$ cat config.mk
export PLATFORM = sky130hd
export DESIGN_NAME = sha256_digest_core
export DESIGN_NICKNAME = d
export VERILOG_FILES = /design/src/sv/sha_pkg.sv /design/src/sv/sha_ctrl.sv /design/src/sv/sha_dp.sv /design/src/sv/sha256_digest_core.sv
export SDC_FILE = /design/constraint.sdc
export NUM_CORES = 2
export LEC_CHECK = 0
export ABC_AREA = 1
export BUFFER_PORTS_ARGS = -buffer_cell sky130_fd_sc_hd__buf_2
export CORE_MARGIN = 3
export CORE_UTILIZATION = 34
export DETAILED_ROUTE_END_ITERATION = 7
export PLACE_DENSITY = 0.46
export SKIP_LAST_GASP = 1
export SLEW_MARGIN = 20
export SYNTH_ARGS = -nofsm -noshare
export SYNTH_HDL_FRONTEND = slang
export SYNTH_SLANG_ARGS = --single-unit
$ cat constraint.sdc
create_clock -name clk -period 10.05 [get_ports clk]
set_clock_uncertainty 0.05 [all_clocks]
set_input_delay 1.5075 -clock clk [delete_from_list [all_inputs] [get_ports clk]]
set_output_delay 1.5075 -clock clk [all_outputs]
set_load 0.03 [all_outputs]
$ cat src/sv/sha_pkg.sv
// Package for the SHA-256 digest core: payload types, controller commands and round constants.
package sha_pkg;

	typedef struct packed {
		logic [7:0] message_byte;
		logic       byte_present;
		logic       end_of_message;
	} in_item_t;

	typedef struct packed {
		logic [31:0] digest_word;
		logic [2:0]  word_index;
		logic        last_word;
	} out_item_t;

	typedef enum logic [2:0] {
		ST_IDLE,
		ST_COMP,
		ST_FIN,
		ST_PAD,
		ST_OUT
	} state_t;

	// Commands from the controller to the datapath.
	typedef struct packed {
		logic       take_byte;   // write the request's byte into the block buffer
		logic       start_comp;  // load working variables from the chain
		logic       round;       // run one compression round
		logic       finish_comp; // add working variables into the chain
		logic       pad_write;   // write one padding byte at the fill position
		logic       out_shift;   // move to the next digest word
		logic       restart;     // return to initial hash values
	} cmd_t;

	// Status from the datapath to the controller.
	typedef struct packed {
		logic       block_full;  // padded block complete, waiting for compression
		logic       fill_last;   // 63 bytes held, the next byte completes the block
		logic       last_round;  // round 63 in progress
		logic       pad_done;    // the block just compressed carried the length field
	} stat_t;

	localparam logic [31:0] INIT_HASH [8] = '{
		32'h6a09e667, 32'hbb67ae85, 32'h3c6ef372, 32'ha54ff53a,
		32'h510e527f, 32'h9b05688c, 32'h1f83d9ab, 32'h5be0cd19
	};

	localparam logic [31:0] ROUND_K [64] = '{
		32'h428a2f98, 32'h71374491, 32'hb5c0fbcf, 32'he9b5dba5, 32'h3956c25b, 32'h59f111f1,
		32'h923f82a4, 32'hab1c5ed5, 32'hd807aa98, 32'h12835b01, 32'h243185be, 32'h550c7dc3,
		32'h72be5d74, 32'h80deb1fe, 32'h9bdc06a7, 32'hc19bf174, 32'he49b69c1, 32'hefbe4786,
		32'h0fc19dc6, 32'h240ca1cc, 32'h2de92c6f, 32'h4a7484aa, 32'h5cb0a9dc, 32'h76f988da,
		32'h983e5152, 32'ha831c66d, 32'hb00327c8, 32'hbf597fc7, 32'hc6e00bf3, 32'hd5a79147,
		32'h06ca6351, 32'h14292967, 32'h27b70a85, 32'h2e1b2138, 32'h4d2c6dfc, 32'h53380d13,
		32'h650a7354, 32'h766a0abb, 32'h81c2c92e, 32'h92722c85, 32'ha2bfe8a1, 32'ha81a664b,
		32'hc24b8b70, 32'hc76c51a3, 32'hd192e819, 32'hd6990624, 32'hf40e3585, 32'h106aa070,
		32'h19a4c116, 32'h1e376c08, 32'h2748774c, 32'h34b0bcb5, 32'h391c0cb3, 32'h4ed8aa4a,
		32'h5b9cca4f, 32'h682e6ff3, 32'h748f82ee, 32'h78a5636f, 32'h84c87814, 32'h8cc70208,
		32'h90befffa, 32'ha4506ceb, 32'hbef9a3f7, 32'hc67178f2
	};

	localparam logic [7:0] PAD_MARK = 8'h80;
	localparam logic [5:0] LEN_OFFSET = 6'd56;

endpackage

$ cat src/sv/sha_ctrl.sv
// Controller state machine of the SHA-256 digest core.
module sha_ctrl (
	input  logic            clk,
	input  logic            arst_n,
	input  logic            in_valid,
	input  sha_pkg::in_item_t in_item,
	input  logic            out_stall,
	input  sha_pkg::stat_t  stat,
	output logic            in_stall,
	output logic            out_valid,
	output logic            out_last,
	output sha_pkg::cmd_t   cmd
);

	sha_pkg::state_t state_q, state_d;
	logic            eom_q;      // message end pending after the current compression
	logic [2:0]      word_q;
	logic            accept;

	assign accept = in_valid && (state_q == sha_pkg::ST_IDLE);

	// Next state.
	always_comb begin
		state_d = state_q;
		case (state_q)
			sha_pkg::ST_IDLE: begin
				if (accept) begin
					if (in_item.byte_present && stat.fill_last)
						state_d = sha_pkg::ST_COMP;
					else if (in_item.end_of_message)
						state_d = sha_pkg::ST_PAD;
				end
			end
			sha_pkg::ST_COMP: begin
				if (stat.last_round)
					state_d = sha_pkg::ST_FIN;
			end
			sha_pkg::ST_FIN: begin
				if (!eom_q)
					state_d = sha_pkg::ST_IDLE;
				else if (stat.pad_done)
					state_d = sha_pkg::ST_OUT;
				else
					state_d = sha_pkg::ST_PAD;
			end
			sha_pkg::ST_PAD: begin
				if (stat.block_full)
					state_d = sha_pkg::ST_COMP;
			end
			sha_pkg::ST_OUT: begin
				if (!out_stall && word_q == 3'd7)
					state_d = sha_pkg::ST_IDLE;
			end
			default: state_d = sha_pkg::ST_IDLE;
		endcase
	end

	// Outputs and commands.
	always_comb begin
		cmd = '0;
		in_stall = (state_q != sha_pkg::ST_IDLE);
		out_valid = (state_q == sha_pkg::ST_OUT);
		out_last = (word_q == 3'd7);
		case (state_q)
			sha_pkg::ST_IDLE: begin
				cmd.take_byte = accept && in_item.byte_present;
				cmd.start_comp = accept && in_item.byte_present && stat.fill_last;
			end
			sha_pkg::ST_COMP: begin
				cmd.round = 1'b1;
			end
			sha_pkg::ST_FIN: begin
				cmd.finish_comp = 1'b1;
			end
			sha_pkg::ST_PAD: begin
				cmd.pad_write = !stat.block_full;
				cmd.start_comp = stat.block_full;
			end
			sha_pkg::ST_OUT: begin
				cmd.out_shift = !out_stall;
				cmd.restart = !out_stall && word_q == 3'd7;
			end
			default: cmd = '0;
		endcase
	end

	// Control registers.
	always_ff @(posedge clk or negedge arst_n) begin
		if (!arst_n) begin
			state_q <= sha_pkg::ST_IDLE;
			eom_q <= 1'b0;
			word_q <= '0;
		end else begin
			state_q <= state_d;
			if (accept)
				eom_q <= in_item.end_of_message;
			else if (cmd.restart)
				eom_q <= 1'b0;
			if (cmd.out_shift)
				word_q <= word_q + 3'd1;
		end
	end

endmodule

$ cat src/sv/sha_dp.sv
// Datapath of the SHA-256 digest core: block buffer, schedule, rounds and chaining words.
module sha_dp (
	input  logic              clk,
	input  logic              arst_n,
	input  sha_pkg::in_item_t in_item,
	input  sha_pkg::cmd_t     cmd,
	input  logic              out_last,
	output sha_pkg::stat_t    stat,
	output sha_pkg::out_item_t out_item
);

	logic [31:0] w_q [16];    // block bytes while filling, rolling schedule during rounds
	logic [5:0]  fill_q;
	logic        full_q;      // padded block complete, waiting for compression
	logic [60:0] count_q;
	logic [31:0] chain_q [8];
	logic [31:0] var_q [8];
	logic [5:0]  round_q;
	logic [2:0]  word_q;
	logic        marked_q;
	logic        extra_q;     // mark left no room for the length, rest of block is zeros
	logic        lenwr_q;     // current padded block carries the length field
	logic [63:0] bits;
	logic [7:0]  pad_byte;
	logic [7:0]  wr_byte;
	logic [31:0] w_new, w_cur, s0, s1, x15, x2, e, a, t1, t2;

	assign bits = {count_q, 3'b000};

	// Padding byte: mark first, zeros, then the length field in the final block.
	always_comb begin
		if (!marked_q)
			pad_byte = sha_pkg::PAD_MARK;
		else if (fill_q >= sha_pkg::LEN_OFFSET && !extra_q)
			pad_byte = bits[{~fill_q[2:0], 3'b000} +: 8];
		else
			pad_byte = 8'h00;
		wr_byte = cmd.take_byte ? in_item.message_byte : pad_byte;
	end

	// Status.
	always_comb begin
		stat.block_full = full_q;
		stat.fill_last = (fill_q == 6'd63);
		stat.last_round = (round_q == 6'd63);
		stat.pad_done = marked_q && lenwr_q;
	end

	// Round logic.
	always_comb begin
		x15 = w_q[1];
		x2 = w_q[14];
		s0 = {x15[6:0], x15[31:7]} ^ {x15[17:0], x15[31:18]} ^ (x15 >> 3);
		s1 = {x2[16:0], x2[31:17]} ^ {x2[18:0], x2[31:19]} ^ (x2 >> 10);
		w_new = w_q[0] + s0 + w_q[9] + s1;
		w_cur = (round_q < 6'd16) ? w_q[0] : w_new;
		e = var_q[4];
		a = var_q[0];
		t1 = var_q[7] + ({e[5:0], e[31:6]} ^ {e[10:0], e[31:11]} ^ {e[24:0], e[31:25]})
			+ ((e & var_q[5]) ^ (~e & var_q[6])) + sha_pkg::ROUND_K[round_q] + w_cur;
		t2 = ({a[1:0], a[31:2]} ^ {a[12:0], a[31:13]} ^ {a[21:0], a[31:22]})
			+ ((a & var_q[1]) ^ (a & var_q[2]) ^ (var_q[1] & var_q[2]));
	end

	// Block bytes go straight into the schedule window, big-endian within each word.
	always_ff @(posedge clk) begin
		if (cmd.take_byte || cmd.pad_write) begin
			w_q[fill_q[5:2]][{~fill_q[1:0], 3'b000} +: 8] <= wr_byte;
		end else if (cmd.round) begin
			for (int j = 0; j < 15; j++)
				w_q[j] <= w_q[j + 1];
			w_q[15] <= w_cur;
		end
	end

	// Working variables.
	always_ff @(posedge clk) begin
		if (cmd.start_comp) begin
			for (int j = 0; j < 8; j++)
				var_q[j] <= chain_q[j];
		end else if (cmd.round) begin
			for (int j = 1; j < 8; j++)
				var_q[j] <= var_q[j - 1];
			var_q[4] <= var_q[3] + t1;
			var_q[0] <= t1 + t2;
		end
	end

	// Counters and chaining words.
	always_ff @(posedge clk or negedge arst_n) begin
		if (!arst_n) begin
			fill_q <= '0;
			full_q <= 1'b0;
			count_q <= '0;
			round_q <= '0;
			word_q <= '0;
			marked_q <= 1'b0;
			extra_q <= 1'b0;
			lenwr_q <= 1'b0;
			for (int j = 0; j < 8; j++)
				chain_q[j] <= sha_pkg::INIT_HASH[j];
		end else begin
			if (cmd.take_byte) begin
				fill_q <= fill_q + 6'd1;
				count_q <= count_q + 61'd1;
			end
			if (cmd.pad_write) begin
				marked_q <= 1'b1;
				fill_q <= fill_q + 6'd1;
				if (fill_q == 6'd63) begin
					full_q <= 1'b1;
					lenwr_q <= marked_q && !extra_q;
					extra_q <= 1'b0;
				end else if (!marked_q) begin
					// A mark at or beyond the length field pushes the length to the next block.
					extra_q <= (fill_q >= sha_pkg::LEN_OFFSET);
				end
			end
			if (cmd.start_comp) begin
				full_q <= 1'b0;
				round_q <= '0;
			end
			if (cmd.round)
				round_q <= round_q + 6'd1;
			if (cmd.finish_comp) begin
				fill_q <= '0;
				for (int j = 0; j < 8; j++)
					chain_q[j] <= chain_q[j] + var_q[j];
			end
			if (cmd.out_shift)
				word_q <= word_q + 3'd1;
			if (cmd.restart) begin
				fill_q <= '0;
				count_q <= '0;
				marked_q <= 1'b0;
				extra_q <= 1'b0;
				lenwr_q <= 1'b0;
				for (int j = 0; j < 8; j++)
					chain_q[j] <= sha_pkg::INIT_HASH[j];
			end
		end
	end

	assign out_item.digest_word = chain_q[word_q];
	assign out_item.word_index = word_q;
	assign out_item.last_word = out_last;

endmodule

$ cat src/sv/sha256_digest_core.sv
// Top level of the SHA-256 digest core.
// A byte request is taken while the core is idle; the 64th byte of a block then stalls input
// for 64 rounds, one per cycle, and a fold of the working variables into the chaining words.
// An end request takes per padded block (one or two) one padding byte per cycle, a load and
// the compression, then eight digest requests, one per cycle unless stalled.
// Asynchronous active-low reset restores the initial hash values and empties the buffer.
module sha256_digest_core (
	input  logic                clk,
	input  logic                arst_n,
	input  logic                in_valid,
	output logic                in_stall,
	input  sha_pkg::in_item_t   in_data,
	output logic                out_valid,
	input  logic                out_stall,
	output sha_pkg::out_item_t  out_data
);

	sha_pkg::cmd_t  cmd;
	sha_pkg::stat_t stat;
	logic           out_last;

	sha_ctrl u_ctrl (
		.clk       (clk),
		.arst_n    (arst_n),
		.in_valid  (in_valid),
		.in_item   (in_data),
		.out_stall (out_stall),
		.stat      (stat),
		.in_stall  (in_stall),
		.out_valid (out_valid),
		.out_last  (out_last),
		.cmd       (cmd)
	);

	sha_dp u_dp (
		.clk      (clk),
		.arst_n   (arst_n),
		.in_item  (in_data),
		.cmd      (cmd),
		.out_last (out_last),
		.stat     (stat),
		.out_item (out_data)
	);

endmodule

; ---- Yosys cells after proc, flatten, opt, wreduce, memory -nomap -nowiden
; Memory sizes are Yosys's and may differ from the RTL's.
; Cells that the tools add are included.
[word_totals]
inputBits = 14
ramBits = 768
out_inout_bits = 38
elab_cells = 193
rom_bits = 2048
register_bits = 343
mem_count = 3
[op_classes]
n_eq_ne = 13
bitwise_logic = 30
n_lt_le_gt_ge = 4
n_addsub = 24
shift = 3
n_reduce_logical = 28
n_mux = 69
[mem_list]
columns = name, words, width, rd, rd_ports_with_merged_regs, write_ports, line_no
row1 = (name not given), 64, 32, 1, 0, 0, sha_dp.sv:60  ; + ((e & var_q[5]) ^ (~e & var_q[6])) + sha_pkg::ROUND_K[round_q] + w_cur;
row2 = u_dp.w_q, 16, 32, 16, 0, 16, sha_dp.sv:12  ; logic [31:0] w_q [16];
row3 = u_dp.var_q, 8, 32, 8, 0, 8, sha_dp.sv:17  ; logic [31:0] var_q [8];
[op_table]
columns = op, count
row1 = $add 32x32->32, 18
row2 = $mux 32, 17
row3 = $mux 256, 2
row4 = $xor 32x32->32, 9
row5 = $and 32x32->32, 5
row6 = $mux 61, 2
row7 = $bmux 32 s3, 1
row8 = $shiftx 64x7->8, 1
row9 = $add 61x1->61 const B, 1
row10 = $mux 6, 6
row11 = $not 32->32, 1
row12 = $reduce_or 32->1, 1
row13 = $shift 8x7->32 const A, 1
row14 = $shiftx 8x7->32, 1
row15 = $xor 32x22->32, 1
row16 = $xor 32x29->32, 1
row17 = $mux 1, 26
row18 = $mux 3, 8
row19 = $mux 8, 3
row20 = $reduce_bool 2->1, 8
row21 = $pmux 3 s5, 1
row22 = $add 6x1->6 const B, 2
row23 = $eq 6x6->1 const B, 2
row24 = $or 1x1->1, 9
row25 = other kinds (27), 44

; ---- Logic depth before layout (Yosys ltp)
; An unclocked memory read counts as a cell.
[logic_depth]
depth_word = 10
mapped_depth = 47
depth_no_buf = 47

; ---- Hierarchy
; A second synthesis with hierarchy kept.
[hier_totals]
cells_unflattened = 9680
hier_area_um2 = 78346.4
[modules_own_cells]
columns = mod, cells_per_inst, seq_area_each_um2, n_inst, area_each_um2
row1 = sha_dp, 9611, 31640.3, 1, 77849.7
row2 = sha_ctrl, 69, 175.2, 1, 496.7

; ---- Least setup slack after synthesis
; Ideal clock, no wire load.
[synth_path]
path_type = register to register
startpoint = mem u_dp.w_q[1][8]
endpoint = mem u_dp.var_q[0][31] (data pin)
n_path_buf = 0
path_stages_with_launch = 46
arrival_ns = 7.756
required_time_ns = 9.746
slack_ns = 1.991
setup_time_ns = 0.254
period_less_slack_ns = 8.059
path_cell_list = edfxtp_1 xnor2_1 xor2_1 inv_1 fa_1 inv_1 fa_1 inv_1 ha_1 fa_1 nand2_1 nand2_1 and2_1 a21oi_1 inv_1 nand2_1 nand2_1 a31oi_1 [... 10 more ...] o21ai_0 a211oi_1 o21ai_0 nand2_1 nand2_1 xor2_1 fa_1 ha_1 a21oi_1 nor2_1 o21ai_0 nand3b_1 a21oi_1 nand2_1 xnor2_1 nand3b_1 nand3_1 nand2_1
[synth_rtl]
columns = item, line_no
row1 = "start, declared", sha_dp.sv:12
row2 = "end, declared", sha_dp.sv:17

==> results.cfg <==
[synthesis]
ys_warn_count = 0
netlist-cell-type-count = 67
synth_edf_count = 768
ys_seq_area_share_pct = 40.4
syn_inst = 9785
synth_area_sq_um = 78800
syn-num-nets = 10406
synth_ff_type = edfxtp_1
postSynth.asyncResetShare_pct = 30.9
syn_avg_cell_area_sq_um = 8.05
synth_top_area_cell = edfxtp_1
synth_top_area_share_pct = 29.3
synth_area_leaders = edfxtp_1 29%, nand2_1 12%, dfrtp_1 6.6%
synth_seq_cells = 1111

[drt]
wirelength_microns = 348000
ant_nets = 0
drt-vias-per-instance = 5.45
drt_iter0_drc = 7323
drtPass1Iterations = 6
vias = 71437
drc = 0
routedWlPerCell_microns = 26.6

[clock_network]
cts_buffer_depth = 3
path_clk_slew_ps = 60
postCtsHoldBufs = 0
cts.sinks = 1111
cts_root_buf = clkbuf_16
cts_buffers = 144
clk_latency_ps = 840
cts_tree = built
ctsHtreeMaxLevel = 4

[placement]
dpl-instance-area_sq_um = 84100
hpwlAfterDp_microns = 269000
place_congestion = 1.02
portBuffers = 51

[final_layout]
num-fill-cells = 23855
layout-drive-gt1-share_pct = 8.45
multi_input_area_sq_um = 40800
final_design_area_no_fill_sq_um = 89000
regArea_sq_um = 31800
nets = 10567
area_delta_synth_final_pct = 13.0

[setup_path]
cp_max_fo = 5
cp_slowest_cell = edfxtp_1
cp.arrival_ps = 10110
slowest_delay_ps = 510
cp-end-kind = register
critPathKind = reg -> reg
crit_top_cell = nand2_1
critPathRequiredTime_ps = 10570
cp-start-kind = register

[global_route]
gr-usage-all-layers_pct = 28.8
antenna_found_initial = 18
grt_max_degree = 125
grt_pass1_wl_microns = 499000
grt_pass1_vias = 69370
grt-ovfl-total = 0

[die]
die_w_microns = 487
io_pins = 52
rows = 176
die_h_microns = 487
core_sq_um = 230000
initial_core_util_pct = 34.2
dieArea_sq_um = 238000

[sta]
slew_headroom_pct = 15.9
max_freq_mhz = 104
final-setup-viol-count = 0
post-route-min-period_ps = 9590
rsz0062_at_grt = yes
finalCritPeriodShare_pct = 95.4
worst_pin_slew_ps = 1250
hold_viol = 0
final_max_slew_viol_count = 0

[hold_path]
hp-class = reg -> reg

[flow_run]
drv_cap = 0

[outcome]
outcome = complete, no violations
-- synthesized netlist by cell type, drive strengths merged (6+ instances only) --
cell / number
a211oi: 19
a21boi: 21
nor3: 158
dfrtp: 207
fa: 197
nand3b: 15
or2: 54
a21oi: 689
o21bai: 69
o311ai: 9
xor2: 251
o31ai: 23
o221ai: 28
a22oi: 11
clkbuf: 316
ha: 410
and3: 6
nand2: 2569
xnor2: 172
nor2: 509
o22ai: 129
edfxtp: 768
a31oi: 71
buf: 67
dfstp: 136
o21ai: 1008
o211ai: 23
a21o: 86
nor4: 24
nor3b: 6
o32ai: 6
o21a: 35
a221oi: 28
nand3: 324
nand4: 49
inv: 1248
maj3: 17
-- what timing repair did --
item	in CTS	in global routing
setup endpoints to repair	0	2
resized for setup	0	4
buffers inserted	0	0
-- sequential cells by signal, indices dropped and copies added (netlist names) --
name / count
u_dp.chain_q: 256
u_dp.round_q: 6
u_dp.lenwr_q: 1
u_dp.extra_q: 1
u_ctrl.word_q: 3
u_ctrl.eom_q: 1
u_dp.fill_q: 6
u_dp.w_q: 512
u_dp.var_q: 256
u_dp.count_q: 61
u_dp.full_q: 1
u_dp.marked_q: 1
u_dp.word_q: 3
u_ctrl.state_q: 3
-- layout make-up --
class | count | share of cell area, %
multi-input combinational | 7041 | 45.9
sequential | 1111 | 35.8
inverter | 1250 | 5.30
clock buffer | 183 | 4.29
tap | 3026 | 4.25
timing repair buffer | 398 | 3.34
clock inverter | 82 | 1.16
antenna | 6 | 0.0169
-- per-stage QoR --
step	TNS (ps)	cells	setup slack (ps)	util (%)	hold slack (ps)
6_report	0	13097	459	38.7	434
5_1_grt	-5.74	13093	-5.74	38.7	458
4_1_cts	0	13091	520	38.7	437
3_5_place_dp	0	12826	570	36.6	421
3_3_place_gp	0	12825	214	36.6	409
2_1_floorplan	0	9785	1990	-	396
-- worst max-delay path: cells and delay by family (launching register included) --
kind / cells / cell delay (ps)
AO/OA/AOI/OAI: 7 / 1640
XOR/XNOR: 4 / 880
adder cells (fa/ha/maj): 9 / 3710
buffers and inverters: 7 / 890
flip-flops: 1 / 510
AND/OR/NAND/NOR: 15 / 1630
-- placed cells by master, fill, tap and decap left out, types with 197 or more instances in the layout --
master / count
a21oi_1: 688
ha_1: 410
fa_1: 197
nand3_1: 322
inv_1: 1240
o21ai_0: 967
xor2_1: 251
nand2_1: 2563
nor2_1: 498
dfrtp_1: 204
buf_4: 339
edfxtp_1: 768
-- cells by family after synthesis --
family / share of synthesized area [%]
and+or+nand+nor: 19.2
AOI/OAI and AO/OA: 16.1
buffers and inverters: 7.84
DFF: 40.4
adders and majority gates: 11.7
xor gates and xnor gates: 4.70
-- routing by layer --
metal / GRT usage, % / routed length [microns] / vias to the layer above
met5: 0 / 12 / -
met2: 43.5 / 150000 / 2757
li1: - / - / 33056
met1: 41.7 / 159000 / 35138
met4: 10.4 / 14200 / 2
met3: 4.19 / 24900 / 484
-- worst paths after layout --
path	from	endpoint	slack [ps]	cells past startpoint
max in group asynchronous	arst_n	u_dp.word_q[1]	7100	3
worst max-delay path	u_dp.w_q[1][19]	u_dp.var_q[0][27]	460	42
min in group asynchronous	arst_n	u_dp.chain_q[29]	590	1
worst min register to register	u_ctrl.word_q[2]	u_ctrl.word_q[2]	430	2
worst max register to register	u_dp.w_q[1][19]	u_dp.var_q[0][27]	460	42
worst min-delay path	u_ctrl.word_q[2]	u_ctrl.word_q[2]	430	2
Power is not shown: default switching activity piles up to over one toggle a cycle in this logic, so the estimate is an artifact.
